`src/sv/pcxrd_pkg.sv`:
```
// Package of types and constants for the PCX run-length pixel decoder.
package pcxrd_pkg;

    localparam int unsigned MAX_WIDTH  = 640;
    localparam int unsigned MAX_HEIGHT = 480;

    localparam int unsigned W_BITS    = 10;
    localparam int unsigned H_BITS    = 9;
    localparam int unsigned ADDR_BITS = 19;
    localparam int unsigned BUDGET_BITS = 20;
    localparam int unsigned BYTES_BITS  = 21;
    localparam int unsigned CNT_BITS    = 6;

    // Configuration register indexes.
    localparam logic [1:0] REG_WIDTH   = 2'd0;
    localparam logic [1:0] REG_HEIGHT  = 2'd1;
    localparam logic [1:0] REG_QUARTER = 2'd2;
    localparam logic [1:0] REG_BUDGET  = 2'd3;

    // Top two bits of a run header byte.
    localparam logic [1:0] RUN_MARK = 2'b11;

    typedef enum logic [1:0] {
        ST_IDLE,
        ST_WRAP,
        ST_MULT,
        ST_RUN
    } t_state;

    // Effective geometry after clamping.
    typedef struct packed {
        logic [W_BITS-1:0]      width;
        logic [H_BITS-1:0]      height;
        logic [W_BITS-1:0]      stride;
        logic                   quarter;
        logic [BUDGET_BITS-1:0] budget;
    } t_cfg;

    // One pixel write.
    typedef struct packed {
        logic [ADDR_BITS-1:0] addr;
        logic [7:0]           value;
        logic                 run_end;
        logic                 image_end;
        logic                 malformed;
    } t_pix;

endpackage

```
`src/sv/pcxrd_cfg_regs.sv`:
```
// Configuration registers of the decoder with clamping of the image size.
module pcxrd_cfg_regs (
    input  logic                  i_clk,
    input  logic                  i_rst_n,
    input  logic                  i_cfg_valid,
    input  logic [1:0]            i_cfg_index,
    input  logic [19:0]           i_cfg_data,
    output pcxrd_pkg::t_cfg       o_cfg
);
    import pcxrd_pkg::*;

    logic [W_BITS-1:0]      r_width;
    logic [H_BITS-1:0]      r_height;
    logic                   r_quarter;
    logic [BUDGET_BITS-1:0] r_budget;
    logic [W_BITS-1:0]      w_width;
    logic [H_BITS-1:0]      w_height;

    always_ff @(posedge i_clk) begin
        if (!i_rst_n) begin
            r_width   <= W_BITS'(MAX_WIDTH);
            r_height  <= H_BITS'(MAX_HEIGHT);
            r_quarter <= 1'b0;
            r_budget  <= '1;
        end else if (i_cfg_valid) begin
            unique case (i_cfg_index)
                REG_WIDTH:   r_width   <= i_cfg_data[W_BITS-1:0];
                REG_HEIGHT:  r_height  <= i_cfg_data[H_BITS-1:0];
                REG_QUARTER: r_quarter <= i_cfg_data[0];
                REG_BUDGET:  r_budget  <= i_cfg_data[BUDGET_BITS-1:0];
                default: begin
                end
            endcase
        end
    end

    // A size of zero counts as one; anything above the maximum saturates.
    always_comb begin
        if (r_width == '0) begin
            w_width = W_BITS'(1);
        end else if (r_width > W_BITS'(MAX_WIDTH)) begin
            w_width = W_BITS'(MAX_WIDTH);
        end else begin
            w_width = r_width;
        end
        if (r_height == '0) begin
            w_height = H_BITS'(1);
        end else if (r_height > H_BITS'(MAX_HEIGHT)) begin
            w_height = H_BITS'(MAX_HEIGHT);
        end else begin
            w_height = r_height;
        end
    end

    assign o_cfg.width   = w_width;
    assign o_cfg.height  = w_height;
    assign o_cfg.stride  = r_quarter ? {2'b00, w_width[W_BITS-1:2]} : w_width;
    assign o_cfg.quarter = r_quarter;
    assign o_cfg.budget  = r_budget;

endmodule

```
`src/sv/pcxrd_out_reg.sv`:
```
// Output register holding one pixel word until the receiver takes it.
module pcxrd_out_reg (
    input  logic              i_clk,
    input  logic              i_rst_n,
    input  logic              i_load,
    input  pcxrd_pkg::t_pix   i_pix,
    output logic              o_free,
    input  logic              i_stall,
    output logic              o_valid,
    output pcxrd_pkg::t_pix   o_pix
);
    import pcxrd_pkg::*;

    logic r_valid;
    t_pix r_pix;

    assign o_free = !r_valid || !i_stall;

    always_ff @(posedge i_clk) begin
        if (!i_rst_n) begin
            r_valid <= 1'b0;
        end else if (i_load) begin
            r_valid <= 1'b1;
        end else if (!i_stall) begin
            r_valid <= 1'b0;
        end
    end

    always_ff @(posedge i_clk) begin
        if (i_load) begin
            r_pix <= i_pix;
        end
    end

    assign o_valid = r_valid;
    assign o_pix   = r_pix;

endmodule

```
`src/sv/pcxrd_seq.sv`:
```
// Byte decoder and column sequencer that steps one column per cycle unless a kept pixel waits for the output register.
module pcxrd_seq (
    input  logic              i_clk,
    input  logic              i_rst_n,
    input  logic              i_in_valid,
    input  logic [7:0]        i_data_byte,
    input  logic              i_first_byte,
    output logic              o_in_stall,
    input  pcxrd_pkg::t_cfg   i_cfg,
    input  logic              i_out_free,
    output logic              o_load,
    output pcxrd_pkg::t_pix   o_pix
);
    import pcxrd_pkg::*;

    t_state r_state, n_state;
    logic [W_BITS-1:0]     r_column, n_column;
    logic [H_BITS-1:0]     r_row, n_row;
    logic                  r_await, n_await;
    logic [CNT_BITS-1:0]   r_pend, n_pend;
    logic [BYTES_BITS-1:0] r_bytes, n_bytes;
    logic                  r_done, n_done;
    logic [CNT_BITS-1:0]   r_count, n_count;
    logic [7:0]            r_value, n_value;
    logic [ADDR_BITS-1:0]  r_row_base, n_row_base;
    logic                  r_fin, n_fin;

    logic                  w_accept;
    logic                  w_await, w_done, w_header;
    logic [CNT_BITS-1:0]   w_pend, w_count;
    logic [BYTES_BITS-1:0] w_bytes;
    logic                  w_start;
    logic                  w_wrap;
    logic [H_BITS-1:0]     w_row_n;
    logic                  w_wrap_end;
    logic [ADDR_BITS-1:0]  w_prod;
    logic [CNT_BITS-1:0]   w_rem;
    logic                  w_keep, w_step, w_row_end, w_last_row, w_last_kept;
    logic [W_BITS-1:0]     w_x;

    assign o_in_stall = (r_state != ST_IDLE);
    assign w_accept   = i_in_valid && (r_state == ST_IDLE);

    // A new image clears everything before the byte is decoded.
    assign w_await  = i_first_byte ? 1'b0 : r_await;
    assign w_pend   = i_first_byte ? '0 : r_pend;
    assign w_bytes  = i_first_byte ? '0 : r_bytes;
    assign w_done   = i_first_byte ? 1'b0 : r_done;
    assign w_header = !w_await && (i_data_byte[7:6] == RUN_MARK);
    assign w_count  = w_await ? w_pend : CNT_BITS'(1);
    assign w_start  = w_accept && !w_done && !w_header && (w_count != '0);

    // Column past the row end at the start of a run moves to the next row.
    assign w_wrap     = (r_column >= i_cfg.width);
    assign w_row_n    = w_wrap ? r_row + H_BITS'(1) : r_row;
    assign w_wrap_end = (w_row_n >= i_cfg.height);

    assign w_prod = {10'b0, r_row} * {9'b0, i_cfg.stride};

    assign w_rem      = r_count - CNT_BITS'(1);
    assign w_keep     = !i_cfg.quarter || (r_column[1:0] == 2'b00);
    assign w_step     = !w_keep || i_out_free;
    assign w_row_end  = ({1'b0, r_column} + 11'd1) >= {1'b0, i_cfg.width};
    assign w_last_row = ({1'b0, r_row} + 10'd1) >= {1'b0, i_cfg.height};
    // In quarter mode the next kept column is four further on.
    assign w_last_kept = i_cfg.quarter
        ? ((w_rem < CNT_BITS'(4)) || (({1'b0, r_column} + 11'd4) >= {1'b0, i_cfg.width}))
        : ((w_rem == '0) || w_row_end);
    assign w_x = i_cfg.quarter ? {2'b00, r_column[W_BITS-1:2]} : r_column;

    // Next state.
    always_comb begin
        n_state = r_state;
        unique case (r_state)
            ST_IDLE: begin
                if (w_start) begin
                    n_state = ST_WRAP;
                end
            end
            ST_WRAP: begin
                n_state = w_wrap_end ? ST_IDLE : ST_MULT;
            end
            ST_MULT: begin
                n_state = ST_RUN;
            end
            ST_RUN: begin
                if (w_step && (w_row_end || (w_rem == '0))) begin
                    n_state = ST_IDLE;
                end
            end
            default: begin
                n_state = ST_IDLE;
            end
        endcase
    end

    // Datapath and outputs.
    always_comb begin
        n_column   = r_column;
        n_row      = r_row;
        n_await    = r_await;
        n_pend     = r_pend;
        n_bytes    = r_bytes;
        n_done     = r_done;
        n_count    = r_count;
        n_value    = r_value;
        n_row_base = r_row_base;
        n_fin      = r_fin;
        o_load     = 1'b0;
        o_pix.addr      = r_row_base + ADDR_BITS'(w_x);
        o_pix.value     = r_value;
        o_pix.run_end   = w_last_kept;
        o_pix.image_end = w_last_kept && r_fin;
        o_pix.malformed = w_last_kept && r_fin && (r_bytes > {1'b0, i_cfg.budget});
        unique case (r_state)
            ST_IDLE: begin
                if (w_accept) begin
                    if (i_first_byte) begin
                        n_column = '0;
                        n_row    = '0;
                        n_await  = 1'b0;
                        n_pend   = '0;
                        n_bytes  = '0;
                        n_done   = 1'b0;
                    end
                    if (!w_done) begin
                        n_bytes = (w_bytes == '1) ? w_bytes : w_bytes + BYTES_BITS'(1);
                        if (w_header) begin
                            n_pend  = i_data_byte[CNT_BITS-1:0];
                            n_await = 1'b1;
                        end else begin
                            n_await = 1'b0;
                            n_pend  = '0;
                            n_count = w_count;
                            n_value = i_data_byte;
                        end
                    end
                end
            end
            ST_WRAP: begin
                if (w_wrap) begin
                    n_column = '0;
                    n_row    = w_row_n;
                end
                if (w_wrap_end) begin
                    n_done = 1'b1;
                end
            end
            ST_MULT: begin
                n_row_base = w_prod;
                // The run finishes the image when it reaches the end of the last row.
                n_fin = (({1'b0, r_column} + 11'(r_count)) >= {1'b0, i_cfg.width})
                        && w_last_row;
            end
            ST_RUN: begin
                o_load = w_keep && i_out_free;
                if (w_step) begin
                    n_count = w_rem;
                    if (w_row_end) begin
                        n_column = '0;
                        n_row    = r_row + H_BITS'(1);
                        if (w_last_row) begin
                            n_done = 1'b1;
                        end
                    end else begin
                        n_column = r_column + W_BITS'(1);
                    end
                end
            end
            default: begin
            end
        endcase
    end

    always_ff @(posedge i_clk) begin
        if (!i_rst_n) begin
            r_state  <= ST_IDLE;
            r_column <= '0;
            r_row    <= '0;
            r_await  <= 1'b0;
            r_pend   <= '0;
            r_bytes  <= '0;
            r_done   <= 1'b1;
            r_count  <= '0;
            r_fin    <= 1'b0;
        end else begin
            r_state  <= n_state;
            r_column <= n_column;
            r_row    <= n_row;
            r_await  <= n_await;
            r_pend   <= n_pend;
            r_bytes  <= n_bytes;
            r_done   <= n_done;
            r_count  <= n_count;
            r_fin    <= n_fin;
        end
    end

    always_ff @(posedge i_clk) begin
        r_value    <= n_value;
        r_row_base <= n_row_base;
    end

endmodule

```
`src/sv/pcx_rle_pixel_decoder_top.sv`:
```
// Top level of the PCX 8-bit run-length pixel decoder.
// The input channel takes one compressed byte per word, with first_byte set on the
// first data byte of an image; a word is taken when i_in_valid is high and o_in_stall
// is low. Each pixel write leaves on the output channel as one word carrying its
// row-major address, its palette index and the run, image and malformed flags; it is
// taken when o_out_valid is high and i_out_stall is low. Configuration registers
// (width, height, quarter-width mode, byte budget) are written through i_cfg_valid
// and o_cfg_ready, which is always high, and should only be written between bytes.
// A run header byte is absorbed without leaving idle. A literal or a run value passes
// through the set-up states (row wrap check, row base multiply) and then the column
// loop, one column per cycle unless a kept pixel waits; the input stays stalled from
// the set-up states until the run ends, so the next byte is taken only after the last
// column. In quarter-width mode dropped columns are still stepped through by the
// column loop, which sets the rate.
// Synchronous reset restores the default configuration and leaves the block idle
// until a byte with first_byte set arrives. If the receiver stalls, the output
// register holds its word and the column loop waits on the next kept pixel.
module pcx_rle_pixel_decoder_top (
    input  logic        i_clk,
    input  logic        i_rst_n,
    input  logic        i_in_valid,
    output logic        o_in_stall,
    input  logic [7:0]  i_in_data_byte,
    input  logic        i_in_first_byte,
    output logic        o_out_valid,
    input  logic        i_out_stall,
    output logic [18:0] o_out_pixel_addr,
    output logic [7:0]  o_out_pixel_value,
    output logic        o_out_run_end,
    output logic        o_out_image_end,
    output logic        o_out_malformed,
    input  logic        i_cfg_valid,
    output logic        o_cfg_ready,
    input  logic [1:0]  i_cfg_index,
    input  logic [19:0] i_cfg_data
);
    import pcxrd_pkg::*;

    t_cfg w_cfg;
    t_pix w_pix_load;
    t_pix w_pix_out;
    logic w_load;
    logic w_out_free;

    // The register file never refuses a write.
    assign o_cfg_ready = 1'b1;

    pcxrd_cfg_regs u_cfg (
        .i_clk       (i_clk),
        .i_rst_n     (i_rst_n),
        .i_cfg_valid (i_cfg_valid),
        .i_cfg_index (i_cfg_index),
        .i_cfg_data  (i_cfg_data),
        .o_cfg       (w_cfg)
    );

    pcxrd_seq u_seq (
        .i_clk        (i_clk),
        .i_rst_n      (i_rst_n),
        .i_in_valid   (i_in_valid),
        .i_data_byte  (i_in_data_byte),
        .i_first_byte (i_in_first_byte),
        .o_in_stall   (o_in_stall),
        .i_cfg        (w_cfg),
        .i_out_free   (w_out_free),
        .o_load       (w_load),
        .o_pix        (w_pix_load)
    );

    pcxrd_out_reg u_out (
        .i_clk   (i_clk),
        .i_rst_n (i_rst_n),
        .i_load  (w_load),
        .i_pix   (w_pix_load),
        .o_free  (w_out_free),
        .i_stall (i_out_stall),
        .o_valid (o_out_valid),
        .o_pix   (w_pix_out)
    );

    assign o_out_pixel_addr  = w_pix_out.addr;
    assign o_out_pixel_value = w_pix_out.value;
    assign o_out_run_end     = w_pix_out.run_end;
    assign o_out_image_end   = w_pix_out.image_end;
    assign o_out_malformed   = w_pix_out.malformed;

endmodule

```
`config.mk`:
```
export PLATFORM = sky130hd
export DESIGN_NAME = pcx_rle_pixel_decoder_top
export DESIGN_NICKNAME = d
export VERILOG_FILES = /design/src/sv/pcxrd_pkg.sv /design/src/sv/pcxrd_cfg_regs.sv /design/src/sv/pcxrd_out_reg.sv /design/src/sv/pcxrd_seq.sv /design/src/sv/pcx_rle_pixel_decoder_top.sv
export SDC_FILE = /design/constraint.sdc
export NUM_CORES = 1
export LEC_CHECK = 0
export BUFFER_PORTS_ARGS = -buffer_cell sky130_fd_sc_hd__buf_2
export CORE_UTILIZATION = 50
export CTS_CLUSTER_SIZE = 25
export DETAILED_ROUTE_END_ITERATION = 7
export PLACE_DENSITY = 0.67
export SYNTH_ARGS = -nofsm -noshare
export SYNTH_HDL_FRONTEND = slang
export SYNTH_SLANG_ARGS = --single-unit
```
`constraint.sdc`:
```
create_clock -name i_clk -period 7.29 [get_ports i_clk]
set_clock_uncertainty 0.2 [all_clocks]
set_input_delay 0.729 -clock i_clk [delete_from_list [all_inputs] [get_ports i_clk]]
set_output_delay 0.729 -clock i_clk [all_outputs]
set_load 0.005 [all_outputs]
```
; ---- Word-level counts from Yosys, hierarchy flattened
; Index checks and enable logic that the tools add are counted.
[word_totals]
out_inout_bits = 33
memories = 0
elab_cells = 155
in_bits = 36
ramBits = 0
ff_bits = 155
latchBits = 0
rom_bits = 0
[classes]
n_eq_ne = 20
magnitude_cmp = 10
addsub = 9
shifts = 0
n_div = 0
muxes = 49
bitwise = 2
reduce_logical = 43
multipliers = 1
[op_table]
columns = cell, count
row1 = 10-bit two-way mux, 9
row2 = 9-bit two-way mux, 8
row3 = 21-bit two-way mux, 3
row4 = 6-bit two-way mux, 8
row5 = 11-bit by 10-bit >= comparator with 1-bit output, 3
row6 = 10-bit case mux with 3 select lines, 1
row7 = 9-bit case mux with 3 select lines, 1
row8 = 21-bit by 1-bit adder with 21-bit output (second input constant), 1
row9 = 21-bit equality test (second input constant), 1
row10 = 21-bit by 20-bit greater-than comparator with 1-bit output, 1
row11 = 19-bit by 10-bit adder with 19-bit output, 1
row12 = 9-bit by 10-bit multiplier with 19-bit output, 1
row13 = 2-bit by 1-bit inequality test with 1-bit output (second input constant), 9
row14 = 1-bit two-way mux, 13
row15 = 6-bit case mux with 2 select lines, 1
row16 = 2-bit AND reduction, 6
row17 = 6-bit AND reduction, 2
row18 = 10-bit by 1-bit adder with 11-bit output (second input constant), 1
row19 = 10-bit by 3-bit adder with 11-bit output (second input constant), 1
row20 = 10-bit by 6-bit adder with 11-bit output, 1
row21 = 10-bit by 1-bit adder with 10-bit output (second input constant), 1
row22 = 9-bit by 1-bit adder with 10-bit output (second input constant), 1
row23 = 2-bit equality test (second input constant), 5
row24 = 10-bit >= comparator, 1
row25 = other kinds (25), 54

; ---- Logic depth before layout (Yosys ltp)
; Gate-level depths: netlist of the first run.
[depth]
ltp_word = 8
mapped_depth = 25
ltp_nobuf = 24

; ---- Cells and area by module
; Synthesis of the first run repeated with hierarchy kept, for this count alone.
[unflattened]
cells_unflattened = 1439
area_unflattened_um2 = 12728.5
[modules_own_cells]
columns = mod, cells_each, seq_area_each_um2, area_each_um2, n_inst
row1 = pcxrd_seq, 1178, 1951.9, 9982.1, 1
row2 = pcxrd_cfg_regs, 225, 800.8, 1799.2, 1
row3 = pcxrd_out_reg, 34, 920.9, 935.9, 1
row4 = pcx_rle_pixel_decoder_top, 2, 0.0, 11.3, 1

; ---- Worst setup path after synthesis of the first run
; No wires, ideal clock.
[synth_timing]
path_kind = reg-to-reg
startpoint = reg u_cfg.r_width[3]
endpoint = reg u_seq.r_row_base[18], data pin
required_ps = 6830
n_path_buf = 1
setup_ps = 260
synth_period_minus_slack_ps = 6073
stages_incl_launch_ff = 24
slack_ps = 1217
arrival_ps = 5614
cell_sequence = dfxtp_1 -> nor4_1 -> nand2_1 -> a21o_1 -> nand2_1 -> clkbuf_1 -> nand2_1 -> o21ai_1 -> nand2_1 -> fa_1 -> inv_1 -> fa_1 -> fa_1 -> inv_1 -> fa_1 -> inv_1 -> ha_1 -> or2_2 -> a21oi_1 -> a211oi_1 -> o31a_1 -> a21o_1 -> a21oi_1 -> xnor2_1
[synth_between]
elab_chain_len = 5
word_cells_on_any_way = 6
cone_classes = mul: 1 / order compare: 1 / mux: 3 / reduce/logical: 1
[synth_lines]
columns = item, line_no
row1 = from (decl), pcxrd_cfg_regs.sv:12  ; logic [W_BITS-1:0] r_width;
row2 = from (signal assigned), pcxrd_cfg_regs.sv:21  ; r_width <= W_BITS'(MAX_WIDTH);
row3 = from (signal assigned), pcxrd_cfg_regs.sv:27  ; REG_WIDTH: r_width <= i_cfg_data[W_BITS-1:0];
row4 = 10-bit greater-than comparator, pcxrd_cfg_regs.sv:41  ; end else if (r_width > W_BITS'(MAX_WIDTH)) begin
row5 = 10-bit two-way mux, pcxrd_cfg_regs.sv:41
row6 = 10-bit two-way mux (*), pcxrd_cfg_regs.sv:39  ; if (r_width == '0) begin
row7 = 10-bit two-way mux (*), pcxrd_cfg_regs.sv:57  ; assign o_cfg.stride = r_quarter ? {2'b00, w_width[W_BITS-1:2]} : w_width;
row8 = 9-bit by 10-bit multiplier with 19-bit output (*), pcxrd_seq.sv:58  ; assign w_prod = {10'b0, r_row} * {9'b0, i_cfg.stride};
row9 = via u_seq.w_prod[18], pcxrd_seq.sv:36  ; logic [ADDR_BITS-1:0] w_prod;
row10 = to (signal assigned), pcxrd_seq.sv:201  ; r_row_base <= n_row_base;
row11 = to (decl), pcxrd_seq.sv:25  ; logic [ADDR_BITS-1:0] r_row_base, n_row_base;
; Mark *: on every way through the listed nets, which the timed path passes. The rest lies on a longest branch.
; A chain may end at the register's enable or synchronous reset.

; ---- Worst setup path in the final report of the first run
; Ends and elaborated chain as after synthesis.

==> results.tsv, run 1 <==
metric	value	unit
CTS-repair resized insts	0	
Post-synth top cells	nand2_1 (188), ha_1 (139), inv_1 (135)	
placed inst area	0.01284	mm2
antenna viol nets, final	0	
Synth Instances	1381	
Initial DRC Count	753	
H-Tree Depth	4	
final non-filler cell total	1751	
maxcap violations	0	
Synth top area share	0.1602	
CTS tree	built	
initial core utilization	0.5157	
final WL	28820	um
f_max	148.5	MHz
final setup fails	0	
status	completed	
Worst Tran Pin Value	1.189	ns
Final period util	0.9240	
Hold Fails Final Rpt	0	
crit-path max FO	12	
fin util	0.5658	
per-cell routed wire length	16.46	um
DR vias/cell	5.611	
Final TNS setup	0	ns
placer congestion estimate	0.9331	
hold wc startpoint	u_seq.r_value[1]	
std cell rows	56	
total core area	0.02375	mm2
post-synthesis cell type count	73	
Pleak	6.124	nW
I/O Buffers	67	
Synth area leaders	dfxtp_1 (16%), ha_1 (14%), edfxtp_1 (14%)	
first-pass GRT wire length	47240	um
Max clock buf depth	2	
Top FF cell, synth	dfxtp_1	
TritonRoute pass-1 iters	7	
Crit Path Class	reg2reg	
most common cell in the netlist	nand2_1	
Synth area leader	dfxtp_1	
nets	1653	
total CTS buffers	17	
fin area	0.01344	mm2
CP peak stage delay	0.62	ns
Post-synth EDFFs	57	
slowest CP cell	o21ai_1	
Post-synth ARST share	0	
RSZ-0062 raised after global routing	no	
pwr dens	175.8	mW/mm2
worst min path class	reg2reg	
Placed Cells	1719	
total power	2.363	mW
Worst-path clk slew	0.07	ns
TritonCTS Sinks	155	
max-slew violations	0	
Critical Path Start Type	flop	
grt ovf	0	
chip height	158.5	um
syn_nets	1615	
Fin Hold WS	0.2250	ns
Seq/Total Area, Yosys	0.2999	
DR vias	9824	
WP buf/inv	3	
crit path cell chain	nor4_1, nand2_1, a21o_1, nand2_1, nand2_1, o21ai_1, nand2_1, fa_1, inv_1, fa_1, fa_1, inv_1, fa_1, inv_1, ha_1, or2_2, a21oi_1, a211oi_1, o31a_1, a21o_1, a21oi_1, xnor2_1	
Total GRT Usage	0.2416	
maximum vdd drop	0.1305	mV
delay-heaviest family, CP	adder cells	
Slew headroom	0.2068	
Area growth syn-to-layout	9.724	%
largest net degree at the start of global routing	52	
pre-CTS WS	0.5823	ns
die area	0.02513	mm2
Root Buffer	clkbuf_16	
latest clock arrival within the worst-skew pair	0.43	ns
post-CTS setup buffers	0	
initial antenna violation count	0	
Final Critical Period	6.736	ns
hpwl dp	21570	um
antenna fix cells	0	
vias in the first global route	9304	
die extent in x	158.5	um
# IOs	69	
FF+latch count, synth	155	
Syn Std Cell Area	0.01225	mm2
endpoint class of the critical path	flop	
DRC viols	0	
mean post-synth cell area	8.870	um2
Arrival @ worst endpoint	6.72	ns
final setup margin	0.5541	ns
Crit Reg-Reg Startpoint	u_cfg.r_width[3]	
Crit. Startpoint	u_cfg.r_width[3]	
WP data required	7.27	ns
ratio of cells with drive above 1 in the final layout	0.09707	
Yosys warning total	0	
hold buffer count at cts	0	
==> registers in the layout, indices dropped and copies added (netlist names), 6 cells and up, named ones only <==
register          count
u_cfg.r_width        10
u_seq.r_value         8
u_seq.r_pend          6
u_seq.r_row           9
u_cfg.r_height        9
u_seq.r_count         6
u_seq.r_bytes        21
u_cfg.r_budget       20
u_out.o_pix          30
u_seq.r_column       10
u_seq.r_row_base     19
==> report_power, final <==
group          internal (mW)  leakage [nW]  switching [mW]
Sequential             0.974          1.32          0.0557
Clock                  0.508         0.295           0.416
Combinational          0.148          4.51           0.261
Total                   1.63          6.12           0.733
==> worst register-to-register path, cell delays in order, from the launching register on <==
cell and delay, ns:
dfxtp_1 0.35, nor4_1 0.30, nand2_1 0.11, a21o_1 0.19, nand2_1 0.26, nand2_1 0.24, o21ai_1 0.62, nand2_1 0.19
fa_1 0.58, inv_1 0.05, fa_1 0.48, fa_1 0.54, inv_1 0.06, fa_1 0.54, inv_1 0.04, ha_1 0.33
or2_2 0.30, a21oi_1 0.20, a211oi_1 0.12, o31a_1 0.38, a21o_1 0.18, a21oi_1 0.16, xnor2_1 0.08
==> per-layer routing <==
metal	global-route usage	vias up	routed length, um
li1	-	4835	-
met1	0.3491	4702	13880
met2	0.3793	262	13120
met3	0.03511	25	1562
met4	0.05540	0	271
met5	0	-	0
==> cell type report <==
type	count	area, um2
clock inverter	13	147.6
inverter	136	510.5
clock buffer	19	454.2
timing repair buffer	75	395.4
multi-input combinational	1034	7860
sequential	155	3674
tap	319	399.1
fill	2141	10310
==> cell families (layout without fill, tap and decap cells) <==
family                   after synthesis  count (layout)  share of synthesized area
AO/OA/AOI/OAI                        249             249                     0.1379
XOR/XNOR                              78              78                    0.05577
adder cells (fa/ha/maj)              198             198                     0.2384
buffers and inverters                192             243                    0.05996
flip-flops                           155             155                     0.2999
multiplexers                          20              20                    0.01716
other                                  1               1                  0.0003061
AND/OR/NAND/NOR                      488             488                     0.1906
==> cell usage in the layout (no fill, tap or decap), types with 27 or more instances in the layout <==
master and count:
buf_2 67, inv_1 135, and2_1 44, nor2_1 92, xnor2_1 51, a21oi_1 68
edfxtp_1 57, xor2_1 27, dfxtp_1 98, nand3_1 48, nand2_1 188, o211ai_1 27
fa_1 59, ha_1 139, o21ai_0 40
==> worst paths after layout <==
path                                to  slack, ns  cells past startpoint
setup reg to reg  u_seq.r_row_base[18]       0.55                     22
hold reg to reg         u_out.o_pix[4]       0.22                      0
hold / removal          u_out.o_pix[4]       0.22                      0
setup / recovery  u_seq.r_row_base[18]       0.55                     22
Note: power is estimated with default switching activity, not from simulation.
==> inputs of run 2 (changes only) <==
--- a/config.mk
+++ b/config.mk
@@ -6,10 +6,14 @@
 export NUM_CORES = 1
 export LEC_CHECK = 0
 export BUFFER_PORTS_ARGS = -buffer_cell sky130_fd_sc_hd__buf_2
-export CORE_UTILIZATION = 50
+export CELL_PAD_IN_SITES_DETAIL_PLACEMENT = 2
+export CELL_PAD_IN_SITES_GLOBAL_PLACEMENT = 2
+export CORE_UTILIZATION = 39
 export CTS_CLUSTER_SIZE = 25
 export DETAILED_ROUTE_END_ITERATION = 7
-export PLACE_DENSITY = 0.67
+export PLACE_DENSITY_LB_ADDON = 0.1
+export SLEW_MARGIN = 20
 export SYNTH_ARGS = -nofsm -noshare
 export SYNTH_HDL_FRONTEND = slang
+export SYNTH_HIERARCHICAL = 1
 export SYNTH_SLANG_ARGS = --single-unit
==> run 2 against run 1 <==
Net effect: register-to-register slack better by 0.48 ns; utilization down 13 points; worst setup slack improved by 0.48 ns; clock power is 4.7% lower; highest routed layer unchanged; sequential share of layout area shrank 0.99 points; first-iteration DRC count down 47%; power is 5.7% higher.
==> results.tsv, run 2 <==
metric	value	unit
first-pass GRT wire length	61970	um
post-CTS setup buffers	0	
most common cell in the netlist	nand2_1	
hpwl dp	29390	um
DR vias	10284	
maxcap violations	0	
WP data required	7.28	ns
Final Critical Period	6.255	ns
Synth area leaders	dfxtp_1 (15%), ha_1 (14%), edfxtp_1 (13%)	
syn_nets	1672	
placer congestion estimate	0.8318	
Final TNS setup	0	ns
maximum vdd drop	0.1699	mV
Top FF cell, synth	dfxtp_1	
nets	1698	
pre-CTS WS	1.104	ns
Critical Path Start Type	flop	
initial antenna violation count	0	
die area	0.03336	mm2
Pleak	6.551	nW
endpoint class of the critical path	flop	
Seq/Total Area, Yosys	0.2886	
FF-to-FF setup slack	1.03	ns
Max clock buf depth	2	
crit-path max FO	9	
Yosys warning total	6	
hold wc startpoint	u_seq/r_value[2]	
initial core utilization	0.4003	
Slew headroom	0.3495	
total CTS buffers	17	
DR vias/cell	5.376	
Syn Std Cell Area	0.01273	mm2
NetSw	0.8164	mW
Crit Reg-Reg Startpoint	u_cfg/r_width[3]	
H-Tree Depth	4	
largest net degree at the start of global routing	66	
Root Buffer	clkbuf_16	
Worst R2R End	u_seq/r_row_base[18]	
Combinational Power Share	0.209	
max FFs per register	30	
std cell rows	65	
Synth area leader	dfxtp_1	
TritonRoute pass-1 iters	5	
Post-synth ARST share	0	
Crit Path Class	reg2reg	
CP most frequent cell	fa_1	
antenna fix cells	0	
Hold Fails Final Rpt	0	
I/O Buffers	67	
per-cell routed wire length	19.88	um
Total GRT Usage	0.2384	
final setup margin	1.035	ns
DRC viols	0	
grt ovf	0	
post-synthesis cell type count	89	
status	completed	
final WL	38030	um
delay-heaviest family, CP	adder cells	
pwr dens	179.1	mW/mm2
antenna viol nets, final	0	
hold path cells	0	
worst min path class	reg2reg	
Arrival @ worst endpoint	6.25	ns
Synth top area share	0.1541	
CTS tree	built	
R2R depth	19	
Worst-path clk slew	0.07	ns
most common cell after layout, fill and taps aside	nand2_1	
total power	2.498	mW
Post-synth top cells	nand2_1 (199), inv_1 (156), ha_1 (138)	
total core area	0.03180	mm2
Area growth syn-to-layout	9.574	%
Worst Tran Pin Value	0.9758	ns
vias in the first global route	11224	
slowest CP cell	o31ai_1	
latest clock arrival within the worst-skew pair	0.45	ns
Initial DRC Count	402	
FF+latch count, synth	155	
# IOs	69	
Final period util	0.8581	
TritonCTS Sinks	155	
crit path cell chain	nor4_2, nand2_1, o31ai_1, nand2_1, fa_1, fa_1, inv_1, fa_1, inv_1, fa_1, inv_1, ha_1, o21a_1, o31a_1, o211ai_1, a31oi_1, a21o_1, a21oi_1, xnor2_1	
WP buf/inv	3	
mean post-synth cell area	8.845	um2
Flop pwr share	0.438	
Synth Instances	1439	
clock power share	0.353	
most frequent cells in the layout	nand2_1 (199), inv_1 (156), ha_1 (138)	
switching share of power	0.3268	
f_max	159.9	MHz
Post-synth EDFFs	57	
ratio of cells with drive above 1 in the final layout	0.09675	
RSZ-0062 raised after global routing	no	
chip height	182.7	um
CTS-repair resized insts	0	
final setup fails	0	
CP peak stage delay	0.80	ns
hold buffer count at cts	0	
die extent in x	182.7	um
Int Power	1.681	mW
max-slew violations	0	
Worst Hold End	u_out/o_pix[5]	
==> run 2: changes by cell type in the layout (fill, tap and decap cells not counted), moves of 8 or more <==
cell,change
nor2_1,-34
a21oi_1,-29
and2_1,+27
inv_1,+21
o211ai_1,-20
nor2b_1,+19
a21boi_0,+16
nand2_1,+11
nand3_1,+11
a211oi_1,-10
a21o_1,+10
o21ai_0,-8
xnor2_1,-8
==> run 2: logic make-up (layout without fill, tap and decap cells) <==
logic type,Yosys count,count (layout),synth area share
fa+ha+maj,197,197,0.2284
xor+xnor,76,76,0.05230
flops,155,155,0.2886
mux,25,25,0.02035
buf+inv,223,262,0.06861
compound gates,221,221,0.1249
simple gates,541,541,0.2165
other cells,1,1,0.0002946
==> run 2: how the worst max path moves through the flow <==
| stage | from | to | slack, ns | depth (start not counted) |
|---|---|---|---|---|
| 3_5_place_dp | u_cfg/r_width[3] | u_seq/r_row_base[18] | 1.10 | 18 |
| 6_report | u_cfg/r_width[3] | u_seq/r_row_base[18] | 1.03 | 19 |
| 5_1_grt | u_cfg/r_width[3] | u_seq/r_row_base[18] | 0.66 | 19 |
| 2_1_floorplan | u_cfg/r_width[3] | u_seq/r_row_base[18] | 1.85 | 18 |
| 3_3_place_gp | u_cfg/r_width[3] | u_seq/r_row_base[18] | 1.37 | 18 |
| 4_1_cts | u_cfg/r_width[3] | u_seq/r_row_base[18] | 1.05 | 19 |
==> run 2: power groups by stage <==
stage	Sequential, mW	Combinational [mW]	Clock, mW
5_1_grt	1.11	0.579	0.936
6_report	1.10	0.522	0.881
4_1_cts	1.10	0.525	0.904
3_5_place_dp	1.11	0.515	0
3_3_place_gp	1.11	0.493	0
2_1_floorplan	1.07	0.370	0
==> run 2: metrics by stage <==
stage / cell area (um2) / hold WS [ns] / util / std cells
after floorplan: 12730 / 0.2003 / - / 1439
after global placement: 13380 / 0.2012 / 0.4206 / 1881
after detailed placement: 13380 / 0.2065 / 0.4206 / 1881
after CTS: 13940 / 0.2168 / 0.4382 / 1913
after global routing: 13950 / 0.2177 / 0.4386 / 1913
final: 13950 / 0.2145 / 0.4386 / 1913
==> run 2: routing by layer <==
metal  up-vias  track usage  share of wire
met5         -            0              0
met4         0      0.05210         0.0089
met3        20      0.03213          0.021
met2       104       0.3991           0.48
met1      5217       0.3260           0.49
li1       4943            -              -
==> run 2: cell type report <==
type | instances | area (um2)
clock buffer | 23 | 500.5
clock inverter | 9 | 60.06
fill | 3528 | 17850
inverter | 156 | 585.6
multi-input combinational | 1061 | 8195
sequential | 155 | 3674
tap | 435 | 544.3
timing repair buffer | 74 | 387.9
